**config.mk**
```make
export PLATFORM = sky130hd
export DESIGN_NAME = battery_voltage_average_and_level_flat
export DESIGN_NICKNAME = d
export VERILOG_FILES = /design/src/hw/rtl/bval_pkg.sv /design/src/hw/rtl/bval_if.sv /design/src/hw/rtl/bval_regs.sv /design/src/hw/rtl/bval_div.sv /design/src/hw/rtl/bval_dp.sv /design/src/hw/rtl/bval_ctrl.sv /design/src/hw/rtl/battery_voltage_average_and_level.sv /design/src/flat_wrapper.sv
export SDC_FILE = /design/constraint.sdc
export NUM_CORES = 1
export LEC_CHECK = 0
export ABC_AREA = 1
export BUFFER_PORTS_ARGS = -buffer_cell sky130_fd_sc_hd__buf_4
export CELL_PAD_IN_SITES_DETAIL_PLACEMENT = 2
export CELL_PAD_IN_SITES_GLOBAL_PLACEMENT = 2
export CORE_MARGIN = 2
export CORE_UTILIZATION = 39
export CTS_CLUSTER_SIZE = 30
export DETAILED_ROUTE_END_ITERATION = 16
export HOLD_SLACK_MARGIN = 0.05
export PLACE_DENSITY = 0.87
export SLEW_MARGIN = 5
export SYNTH_ARGS = -nofsm -noshare
export SYNTH_HDL_FRONTEND = slang
export SYNTH_SLANG_ARGS = --single-unit
export TNS_END_PERCENT = 1
```
**constraint.sdc**
```tcl
create_clock -name clk -period 4.94 [get_ports clk]
set_input_delay 0.247 -clock clk [delete_from_list [all_inputs] [get_ports clk]]
set_output_delay 0.247 -clock clk [all_outputs]
set_load 0.05 [all_outputs]
```
**src/hw/rtl/bval_pkg.sv**
```systemverilog
// Shared widths, constants and controller/datapath link types for the battery averager.
package bval_pkg;

  // Field widths
  localparam int MV_W   = 16;
  localparam int LVL_W  = 7;
  localparam int PROD_W = MV_W + LVL_W;

  // Percent scale
  localparam logic [LVL_W-1:0] FULL_PERCENT = 7'd100;
  localparam logic [LVL_W-1:0] ZERO_PERCENT = 7'd0;

  // Configuration port
  localparam int ADDR_W = 3;
  localparam int DATA_W = 32;
  localparam logic REG_FULL  = 1'b0;
  localparam logic REG_EMPTY = 1'b1;

  // Request kinds
  localparam logic REQ_SAMPLE = 1'b0;
  localparam logic REQ_CLEAR  = 1'b1;

  // Commands from controller to datapath
  typedef struct packed {
    logic load;        // capture the accepted request
    logic update;      // apply clear or push to window state
    logic avg_zero;    // empty window, average is zero
    logic div_avg;     // start sum / count
    logic avg_take;    // store the average quotient
    logic lvl_eval;    // clamp test and scaled numerator
    logic div_lvl;     // start level division
    logic lvl_take;    // store the level quotient
    logic out_load;    // move results to output register
  } bval_cmd_t;

  // Status from datapath to controller
  typedef struct packed {
    logic is_clear;
    logic is_zero;
    logic cnt_zero;
    logic div_done;
    logic lvl_clamp;
  } bval_stat_t;

endpackage

```
**src/hw/rtl/bval_if.sv**
```systemverilog
// Request and result channel interfaces for the battery averager.
interface bval_in_if;
  import bval_pkg::*;
  logic            valid;
  logic            ready;
  logic            req_type;
  logic [MV_W-1:0] sample_millivolts;

  modport source (output valid, output req_type, output sample_millivolts, input ready);
  modport sink   (input valid, input req_type, input sample_millivolts, output ready);
endinterface

interface bval_out_if;
  import bval_pkg::*;
  logic             valid;
  logic             ready;
  logic [MV_W-1:0]  average_millivolts;
  logic [LVL_W-1:0] level_percent;

  modport source (output valid, output average_millivolts, output level_percent,
                  input ready);
  modport sink   (input valid, input average_millivolts, input level_percent,
                  output ready);
endinterface

```
**src/hw/rtl/bval_regs.sv**
```systemverilog
// APB-style configuration registers holding the full and empty voltage thresholds.
module bval_regs
  import bval_pkg::*;
(
  input  logic              clk,
  input  logic              rst,
  input  logic              psel,
  input  logic              penable,
  input  logic              pwrite,
  input  logic [ADDR_W-1:0] paddr,
  input  logic [DATA_W-1:0] pwdata,
  output logic [DATA_W-1:0] prdata,
  output logic              pready,
  output logic [MV_W-1:0]   full_mv,
  output logic [MV_W-1:0]   empty_mv
);

  logic wr_en;
  logic reg_sel;

  assign pready  = 1'b1;
  assign wr_en   = psel && penable && pwrite;
  assign reg_sel = paddr[2];

  // Write thresholds on the access phase
  always_ff @(posedge clk) begin
    if (rst) begin
      full_mv  <= MV_W'(4200);
      empty_mv <= MV_W'(3300);
    end else if (wr_en) begin
      if (reg_sel == REG_FULL) begin
        full_mv <= pwdata[MV_W-1:0];
      end else begin
        empty_mv <= pwdata[MV_W-1:0];
      end
    end
  end

  // Read back the selected threshold
  always_comb begin
    if (reg_sel == REG_FULL) begin
      prdata = DATA_W'(full_mv);
    end else begin
      prdata = DATA_W'(empty_mv);
    end
  end

endmodule

```
**src/hw/rtl/bval_div.sv**
```systemverilog
// Restoring divider, one quotient bit per cycle.
module bval_div
  import bval_pkg::*;
#(
  parameter int N = 23
) (
  input  logic            clk,
  input  logic            rst,
  input  logic            start,
  input  logic [N-1:0]    dividend,
  input  logic [MV_W-1:0] divisor,
  output logic [N-1:0]    quotient,
  output logic            done
);

  localparam int CNT_W = (N > 1) ? $clog2(N) : 1;

  logic [MV_W-1:0]  rem;
  logic [MV_W-1:0]  dvs;
  logic [CNT_W-1:0] cnt;
  logic             busy;
  logic [MV_W:0]    trial;
  logic [MV_W:0]    diff;

  assign trial = {rem, quotient[N-1]};
  assign diff  = trial - {1'b0, dvs};

  // Iterate one bit per cycle
  always_ff @(posedge clk) begin
    if (rst) begin
      busy <= 1'b0;
      done <= 1'b0;
    end else begin
      done <= 1'b0;
      if (start) begin
        busy <= 1'b1;
      end else if (busy && cnt == '0) begin
        busy <= 1'b0;
        done <= 1'b1;
      end
    end
  end

  // Shift remainder and quotient
  always_ff @(posedge clk) begin
    if (start) begin
      rem      <= '0;
      dvs      <= divisor;
      quotient <= dividend;
      cnt      <= CNT_W'(N - 1);
    end else if (busy) begin
      cnt <= cnt - 1'b1;
      if (trial >= {1'b0, dvs}) begin
        rem      <= diff[MV_W-1:0];
        quotient <= {quotient[N-2:0], 1'b1};
      end else begin
        rem      <= trial[MV_W-1:0];
        quotient <= {quotient[N-2:0], 1'b0};
      end
    end
  end

endmodule

```
**src/hw/rtl/bval_dp.sv**
```systemverilog
// Datapath: sample ring, running sum, fill count, level scaling and result register.
module bval_dp
  import bval_pkg::*;
#(
  parameter int WINDOW_DEPTH = 16
) (
  input  logic             clk,
  input  logic             rst,
  input  bval_cmd_t        cmd,
  output bval_stat_t       stat,
  input  logic             in_req_type,
  input  logic [MV_W-1:0]  in_mv,
  input  logic [MV_W-1:0]  full_mv,
  input  logic [MV_W-1:0]  empty_mv,
  output logic [MV_W-1:0]  out_avg,
  output logic [LVL_W-1:0] out_lvl
);

  localparam int CNT_W  = $clog2(WINDOW_DEPTH + 1);
  localparam int SLOT_W = (WINDOW_DEPTH > 1) ? $clog2(WINDOW_DEPTH) : 1;
  localparam int SUM_W  = MV_W + CNT_W;
  localparam int DIV_N  = (SUM_W > PROD_W) ? SUM_W : PROD_W;

  logic [MV_W-1:0]   ring [WINDOW_DEPTH];
  logic [MV_W-1:0]   rd_data;
  logic [SLOT_W-1:0] slot;
  logic [CNT_W-1:0]  fill;
  logic [SUM_W-1:0]  sum;
  logic              req_clear;
  logic [MV_W-1:0]   mv;
  logic [MV_W-1:0]   avg;
  logic [LVL_W-1:0]  lvl;
  logic [PROD_W-1:0] prod;
  logic [MV_W-1:0]   den;
  logic              win_full;
  logic [SUM_W-1:0]  drop;
  logic              div_start;
  logic [DIV_N-1:0]  div_a;
  logic [MV_W-1:0]   div_b;
  logic [DIV_N-1:0]  div_q;
  logic              div_done;
  logic              at_empty;
  logic              at_full;

  assign win_full = (fill == CNT_W'(WINDOW_DEPTH));
  assign drop     = win_full ? SUM_W'(rd_data) : '0;
  assign at_empty = (avg <= empty_mv);
  assign at_full  = (avg >= full_mv);

  assign stat.is_clear  = (req_clear == REQ_CLEAR);
  assign stat.is_zero   = (mv == '0);
  assign stat.cnt_zero  = (fill == '0);
  assign stat.div_done  = div_done;
  assign stat.lvl_clamp = at_empty || at_full;

  // Capture the accepted request
  always_ff @(posedge clk) begin
    if (cmd.load) begin
      req_clear <= in_req_type;
      mv        <= in_mv;
    end
  end

  // Ring memory: registered read at the write slot, write on push
  always_ff @(posedge clk) begin
    rd_data <= ring[slot];
    if (cmd.update && !stat.is_clear && !stat.is_zero) begin
      ring[slot] <= mv;
    end
  end

  // Window bookkeeping
  always_ff @(posedge clk) begin
    if (rst) begin
      slot <= '0;
      fill <= '0;
      sum  <= '0;
    end else if (cmd.update) begin
      if (stat.is_clear) begin
        slot <= '0;
        fill <= '0;
        sum  <= '0;
      end else if (!stat.is_zero) begin
        sum <= sum - drop + SUM_W'(mv);
        if (!win_full) begin
          fill <= fill + 1'b1;
        end
        if (slot == SLOT_W'(WINDOW_DEPTH - 1)) begin
          slot <= '0;
        end else begin
          slot <= slot + 1'b1;
        end
      end
    end
  end

  // Average and level results
  always_ff @(posedge clk) begin
    if (cmd.avg_zero) begin
      avg <= '0;
    end else if (cmd.avg_take) begin
      avg <= div_q[MV_W-1:0];
    end
    if (cmd.lvl_eval) begin
      if (at_empty) begin
        lvl <= ZERO_PERCENT;
      end else if (at_full) begin
        lvl <= FULL_PERCENT;
      end
      prod <= PROD_W'(avg - empty_mv) * PROD_W'(FULL_PERCENT);
      den  <= full_mv - empty_mv;
    end else if (cmd.lvl_take) begin
      lvl <= div_q[LVL_W-1:0];
    end
  end

  // Hold results for the output channel
  always_ff @(posedge clk) begin
    if (cmd.out_load) begin
      out_avg <= avg;
      out_lvl <= lvl;
    end
  end

  // Shared divider operand select
  assign div_start = cmd.div_avg || cmd.div_lvl;
  always_comb begin
    if (cmd.div_lvl) begin
      div_a = DIV_N'(prod);
      div_b = den;
    end else begin
      div_a = DIV_N'(sum);
      div_b = MV_W'(fill);
    end
  end

  bval_div #(.N(DIV_N)) u_div (
    .clk      (clk),
    .rst      (rst),
    .start    (div_start),
    .dividend (div_a),
    .divisor  (div_b),
    .quotient (div_q),
    .done     (div_done)
  );

endmodule

```
**src/hw/rtl/bval_ctrl.sv**
```systemverilog
// Controller: sequences one request through update, averaging, level and output.
module bval_ctrl
  import bval_pkg::*;
(
  input  logic       clk,
  input  logic       rst,
  input  logic       in_valid,
  output logic       in_ready,
  output logic       out_valid,
  input  logic       out_ready,
  input  bval_stat_t stat,
  output bval_cmd_t  cmd
);

  localparam logic [2:0] S_IDLE      = 3'd0;
  localparam logic [2:0] S_UPDATE    = 3'd1;
  localparam logic [2:0] S_AVG       = 3'd2;
  localparam logic [2:0] S_AVG_WAIT  = 3'd3;
  localparam logic [2:0] S_LVL       = 3'd4;
  localparam logic [2:0] S_LVL_START = 3'd5;
  localparam logic [2:0] S_LVL_WAIT  = 3'd6;
  localparam logic [2:0] S_DONE      = 3'd7;

  logic [2:0] state;
  logic [2:0] state_next;
  logic       out_free;

  assign in_ready = (state == S_IDLE);
  assign out_free = !out_valid || out_ready;

  // Next state and commands
  always_comb begin
    state_next = state;
    cmd        = '0;
    case (state)
      S_IDLE: begin
        if (in_valid) begin
          cmd.load   = 1'b1;
          state_next = S_UPDATE;
        end
      end
      S_UPDATE: begin
        cmd.update = 1'b1;
        state_next = S_AVG;
      end
      S_AVG: begin
        if (stat.cnt_zero) begin
          cmd.avg_zero = 1'b1;
          state_next   = S_LVL;
        end else begin
          cmd.div_avg = 1'b1;
          state_next  = S_AVG_WAIT;
        end
      end
      S_AVG_WAIT: begin
        if (stat.div_done) begin
          cmd.avg_take = 1'b1;
          state_next   = S_LVL;
        end
      end
      S_LVL: begin
        cmd.lvl_eval = 1'b1;
        state_next   = stat.lvl_clamp ? S_DONE : S_LVL_START;
      end
      S_LVL_START: begin
        cmd.div_lvl = 1'b1;
        state_next  = S_LVL_WAIT;
      end
      S_LVL_WAIT: begin
        if (stat.div_done) begin
          cmd.lvl_take = 1'b1;
          state_next   = S_DONE;
        end
      end
      S_DONE: begin
        if (out_free) begin
          cmd.out_load = 1'b1;
          state_next   = S_IDLE;
        end
      end
      default: begin
        state_next = S_IDLE;
      end
    endcase
  end

  // Advance state
  always_ff @(posedge clk) begin
    if (rst) begin
      state <= S_IDLE;
    end else begin
      state <= state_next;
    end
  end

  // Raise result valid on load, drop it when taken
  always_ff @(posedge clk) begin
    if (rst) begin
      out_valid <= 1'b0;
    end else if (cmd.out_load) begin
      out_valid <= 1'b1;
    end else if (out_ready) begin
      out_valid <= 1'b0;
    end
  end

endmodule

```
**src/hw/rtl/battery_voltage_average_and_level.sv**
```systemverilog
// Battery voltage moving average with linear percent level: top level.
//
// Usage: each request on the item channel carries req_type and sample_millivolts.
// A clear request empties the averaging window; a nonzero sample enters a ring
// of WINDOW_DEPTH entries; a zero sample (failed read) leaves the window as is.
// Every request yields one result on the result channel: the integer mean of
// the window (0 when empty) and a 0..100 level, clamped at the empty and full
// thresholds written over the APB-style port (full at 0x0, empty at 0x4).
// One shared restoring divider of width N (23 bits for windows up to 127 entries)
// produces one quotient bit a cycle while busy, first for the mean, then the level.
// A clamped level skips the level division; an empty window skips both divisions.
// One request is processed at a time; the next is taken once the result is in
// the output register.
// The output register holds its result while the receiver stalls.
// Reset empties the window and loads the thresholds with 4200 mV and 3300 mV.
module battery_voltage_average_and_level
  import bval_pkg::*;
#(
  parameter int WINDOW_DEPTH = 16
) (
  input  logic              clk,
  input  logic              rst,
  bval_in_if.sink           item,
  bval_out_if.source        result,
  input  logic              psel,
  input  logic              penable,
  input  logic              pwrite,
  input  logic [ADDR_W-1:0] paddr,
  input  logic [DATA_W-1:0] pwdata,
  output logic [DATA_W-1:0] prdata,
  output logic              pready
);

  bval_cmd_t       cmd;
  bval_stat_t      stat;
  logic [MV_W-1:0] full_mv;
  logic [MV_W-1:0] empty_mv;

  bval_regs u_regs (
    .clk      (clk),
    .rst      (rst),
    .psel     (psel),
    .penable  (penable),
    .pwrite   (pwrite),
    .paddr    (paddr),
    .pwdata   (pwdata),
    .prdata   (prdata),
    .pready   (pready),
    .full_mv  (full_mv),
    .empty_mv (empty_mv)
  );

  bval_ctrl u_ctrl (
    .clk       (clk),
    .rst       (rst),
    .in_valid  (item.valid),
    .in_ready  (item.ready),
    .out_valid (result.valid),
    .out_ready (result.ready),
    .stat      (stat),
    .cmd       (cmd)
  );

  bval_dp #(.WINDOW_DEPTH(WINDOW_DEPTH)) u_dp (
    .clk         (clk),
    .rst         (rst),
    .cmd         (cmd),
    .stat        (stat),
    .in_req_type (item.req_type),
    .in_mv       (item.sample_millivolts),
    .full_mv     (full_mv),
    .empty_mv    (empty_mv),
    .out_avg     (result.average_millivolts),
    .out_lvl     (result.level_percent)
  );

endmodule
```
**src/flat_wrapper.sv**
```systemverilog
// flat-port wrapper written by rule: the top's interface ports become plain ports
module battery_voltage_average_and_level_flat import bval_pkg::*;
#(
  parameter int WINDOW_DEPTH = 16
)
  (clk, rst, psel, penable, pwrite, paddr, pwdata, prdata, pready, item_valid, item_req_type, item_sample_millivolts, item_ready, result_valid, result_average_millivolts, result_level_percent, result_ready);
  bval_in_if item_i ();
  bval_out_if result_i ();
  input  logic clk;
  input  logic rst;
  input  logic psel;
  input  logic penable;
  input  logic pwrite;
  input  logic [ADDR_W-1:0] paddr;
  input  logic [DATA_W-1:0] pwdata;
  output logic [DATA_W-1:0] prdata;
  output logic pready;
  input wire logic [$bits(item_i.valid)-1:0] item_valid;
  input wire logic [$bits(item_i.req_type)-1:0] item_req_type;
  input wire logic [$bits(item_i.sample_millivolts)-1:0] item_sample_millivolts;
  output wire logic [$bits(item_i.ready)-1:0] item_ready;
  output wire logic [$bits(result_i.valid)-1:0] result_valid;
  output wire logic [$bits(result_i.average_millivolts)-1:0] result_average_millivolts;
  output wire logic [$bits(result_i.level_percent)-1:0] result_level_percent;
  input wire logic [$bits(result_i.ready)-1:0] result_ready;
  assign item_i.valid = item_valid;
  assign item_i.req_type = item_req_type;
  assign item_i.sample_millivolts = item_sample_millivolts;
  assign item_ready = item_i.ready;
  assign result_valid = result_i.valid;
  assign result_average_millivolts = result_i.average_millivolts;
  assign result_level_percent = result_i.level_percent;
  assign result_i.ready = result_ready;
  battery_voltage_average_and_level #(.WINDOW_DEPTH(WINDOW_DEPTH)) u_core (.clk(clk), .rst(rst), .item(item_i), .result(result_i), .psel(psel), .penable(penable), .pwrite(pwrite), .paddr(paddr), .pwdata(pwdata), .prdata(prdata), .pready(pready));
endmodule
```
==> results.md <==
- Result of the run: finished with violations
- Failing checks: negative setup slack
- Main flop type after synthesis: edfxtp_1
- Setup TNS after final layout: -0.8285 ns
- Total via count in the routed design: 23,068
- Sw power: around 7 mW
- Max-cap violation count: 0
- Top area cells in the synthesized netlist: edfxtp_1 (44%), dfxtp_1 (9.5%), nand2_1 (7.4%)
- Share of total power in sequential cells: between 30% and 40%
- Number of cells on the worst hold path: 3
- Clock power share: 27.2%
- Global-route congestion overflow total: 0
- Clock net sink count: 500
- Post-placement setup slack: -0.1267 ns
- Top cell type by total area after synthesis: edfxtp_1
- Horizontal extent of the die: about 260 um
- Hold Path Origin: result_ready
- Layout Utilization: between 40% and 50%
- WP buf/inv: 4
- Largest stage delay, worst path: between 0.5 and 0.6 ns
- CTS Root Buffer Type: clkbuf_16
- Yosys Warn Count: 0
- Number of flip-flops and latches in the synthesized netlist: 500
- Area fraction of the dominant cell type after synthesis: between 40% and 50%
- CTS clock-pin slew for the worst setup and hold paths: about 0.07 ns
- Vias in the first global route: approximately 25,000
- Area of the core: about 0.065 sq mm
- Final-layout worst hold slack: about 0.17 ns
- Number of hold violations in the final report: 0
- Total Power Consumption: 16.56 mW
- Unrepaired setup endpoints after global routing: true
- Standard-cell row count: between 90 and 100
- Routed vias/inst: around 6.1
- Required time of the critical path: approximately 5.3 ns
- Count of cell instances traversed by the critical path: 18
- Timing startpoint of the critical path: u_core.u_dp.avg[0]$_SDFFE_PP0P_
- Period Utilization, post-route: 104.6%
- Post-DP HPWL: approximately 66 mm
- Worst setup margin: -0.2288 ns
- Most common cell after layout, fill and taps aside: nand2_1
- Number of iterations in the first detailed-routing pass: 6
- Commonest cells after routing, fill and taps aside: nand2_1 (499), edfxtp_1 (379), inv_1 (352), nor2_1 (273), o21ai_0 (219)
- DRC viols: 0
- Final setup violating endpoints: 7
- Number of primary I/O pins: approximately 120
- Drt wl/cell: roughly 33 um
- Reported leakage power: 12.38 nW
- RD Place Congestion: slightly below 0.9
- Maximum buffer depth of the clock tree: 3
- Cell chain of the critical path: inv_1 > ha_2 > fa_2 > buf_4 > xnor2_1 > ha_1 > ha_1 > inv_1 > fa_1 > inv_1 > ha_1 > nand3_1 > nand3_1 > a21boi_1 > o21ai_1 > nand3_1 > nand2_1 > xor2_1
- Count of nets after finishing: approximately 3,100
- Number of violations reported at the end of detailed-routing iteration 0: between 2,000 and 3,000
- Final slew viol count: 0
- Area added between synthesis and finish: 16.31%
- Worst flop-to-flop path startpoint: u_core.u_dp.avg[0]$_SDFFE_PP0P_
- CTS tree: built
- Mean instance size in the synthesized netlist: roughly 9.4 sq um
- Rel. slew slack: roughly 16%
- Internal power: 9.421 mW
- Number of port buffers: 81
- Fraction of final layout cells sized beyond drive strength 1: a little under an eighth
- Fraction of synthesis flops using an asynchronous set or reset pin: 0%
- Count of filler cells inserted in the layout: approximately 6,800
- Portion of the post-synthesis area used by sequential elements: roughly 54%
- Path type of the worst setup path: flip-flop to flip-flop
- WP data arrival: ~5.6 ns
- Die Outline Area: roughly 0.068 sq mm
- Total inserted antenna cells: 0
- Clock latency on the worst-skew pair: between 0.6 and 0.7 ns
- Number of antenna violations at the first check in global routing: 3
- Die height: between 200 and 300 um
- Largest delay share family, worst path: adder cells
- Slew at the pin closest to its max-slew limit: between 1 and 1.5 ns
- Count of mapped cells out of synthesis: ~2,700
- Wire length of the first global-routing pass: around 170 mm
- Initial Utilization: 39.56%
- Number of flops mapped to enable cells by yosys: 379
- Max Clock Freq: 193.5 MHz
- All-layer global routing usage: between 30% and 40%
- Net switching share of the total power: 43.12%
- Antenna-violating nets left: 0
- Proportion of power drawn by combinational gates: between 30% and 40%
- Kind of end point of the critical path: flip-flop
- Path category of the worst min-delay check: input pin to flip-flop
- Area of the mapped netlist: ~0.026 sq mm
- Count of distinct cell types in the synthesized netlist: 50
- Power per Cell Area: between 500 and 600 mW/mm^2
- Total wire length: ~120 mm
- Pin count of the biggest net entering global routing: 109
- Crit Path Max Fanout: 4
- Crit start category: flip-flop
- Maximum VDD drop: ~0.29 mV
- Depth of the worst register-to-register path: 18
- Number of clock buffers inserted by TritonCTS: 55
- Final critical delay including setup and external delays: 5.169 ns
- Register-to-register path setup slack: -0.23 ns
- Final setup skew: between 0.08 and 0.09 ns
- Critical-path top delay cell: fa_1
- Max H-tree Level: 2
repair_timing:
item,4_1_cts,5_1_grt
setup endpoints to repair,9,11
buffers inserted,1,7
hold endpoints to repair,48,0
hold buffers,33,0
pin swaps,2,10
gates resized for setup,25,64
through the flow:
step	instance area [sq um]	instances
after CTS	29480	3744
after floorplan	25650	2733
after detailed placement	27190	3606
after global placement	27190	3606
after global routing	29770	3751
final	29770	3751
metal layers:
| metal | track usage, % | share of wire (%) | vias up | wire length (um) |
|---|---|---|---|---|
| met4 | 19.65 | 7.8 | 2 | 9497 |
| met3 | 5.136 | 7.8 | 589 | 9606 |
| li1 | - | - | 9360 | - |
| met5 | 0 | 0.0065 | - | 8 |
| met1 | 40.63 | 37 | 11596 | 44770 |
| met2 | 58.51 | 48 | 1521 | 58610 |
worst paths after layout:
check | to
worst min register to register | u_core.u_dp.out_lvl[3]$_DFFE_PP_
worst min-delay path | u_core.u_ctrl.out_valid$_SDFFE_PP0P_
worst max register to register | u_core.u_dp.prod[15]$_DFFE_PP_
worst max-delay path | u_core.u_dp.prod[15]$_DFFE_PP_
cells in the mapped netlist (25+ instances only):
library cell	n
nor2_1	289
a21oi_1	169
dfxtp_1	121
xor2_1	37
nand3b_1	25
o21ai_0	222
edfxtp_1	379
inv_1	363
ha_1	140
nand3_1	95
nand2_1	507
nand4_1	33
clkbuf_1	58
fa_1	34
o22ai_1	82
registers in the layout (all words and copies together), names as in the netlist, 16 cells and up:
signal / flops
u_core.u_dp.avg: 16
u_core.u_dp.mv: 16
u_core.u_dp.den: 16
u_core.u_regs.full_mv: 16
u_core.u_regs.empty_mv: 16
u_core.u_dp.u_div.rem: 16
u_core.u_dp.u_div.quotient: 23
u_core.u_dp.u_div.dvs: 16
u_core.u_dp.sum: 21
u_core.u_dp.rd_data: 16
u_core.u_dp.ring: 256
u_core.u_dp.prod: 21
u_core.u_dp.out_avg: 16
power groups by stage:
stage | clock network (mW) | logic, mW | registers (mW)
5_1_grt | 4.64 | 6.48 | 5.94
3_3_place_gp | 0 | 4.70 | 5.83
6_report | 4.50 | 6.14 | 5.92
4_1_cts | 4.41 | 5.68 | 5.87
3_5_place_dp | 0 | 5.23 | 5.91
2_1_floorplan | 0 | 3.60 | 5.63
tightest hold or removal path, stage by stage:
cell	delay, ns
buf_4	0.08
nor2_1	0.13
o21a_1	0.28
final cells by class:
cell class | instances | area, sq um | area share, %
Sequential cell | 500 | 13820 | 46.41
Clock inverter | 29 | 335.3 | 1.126
Inverter | 372 | 1398 | 4.694
Clock buffer | 75 | 1513 | 5.081
Timing Repair Buffer | 164 | 1330 | 4.468
Tap cell | 855 | 1070 | 3.593
Multi-Input combinational cell | 1756 | 10310 | 34.63
cells by family (layout without fill, tap and decap cells):
| kind of cell | count (synthesis) | in the layout | share of synthesized area (%) |
|---|---|---|---|
| flip-flops | 500 | 500 | 53.93 |
| adder cells (fa/ha/maj) | 174 | 174 | 9.503 |
| other | 2 | 17 | 0.02934 |
| XOR/XNOR | 52 | 52 | 1.779 |
| AO/OA/AOI/OAI | 518 | 518 | 10.98 |
| buffers and inverters | 477 | 640 | 7.455 |
| AND/OR/NAND/NOR | 995 | 995 | 16.33 |
Note: power is estimated with default switching activity, not from simulation.
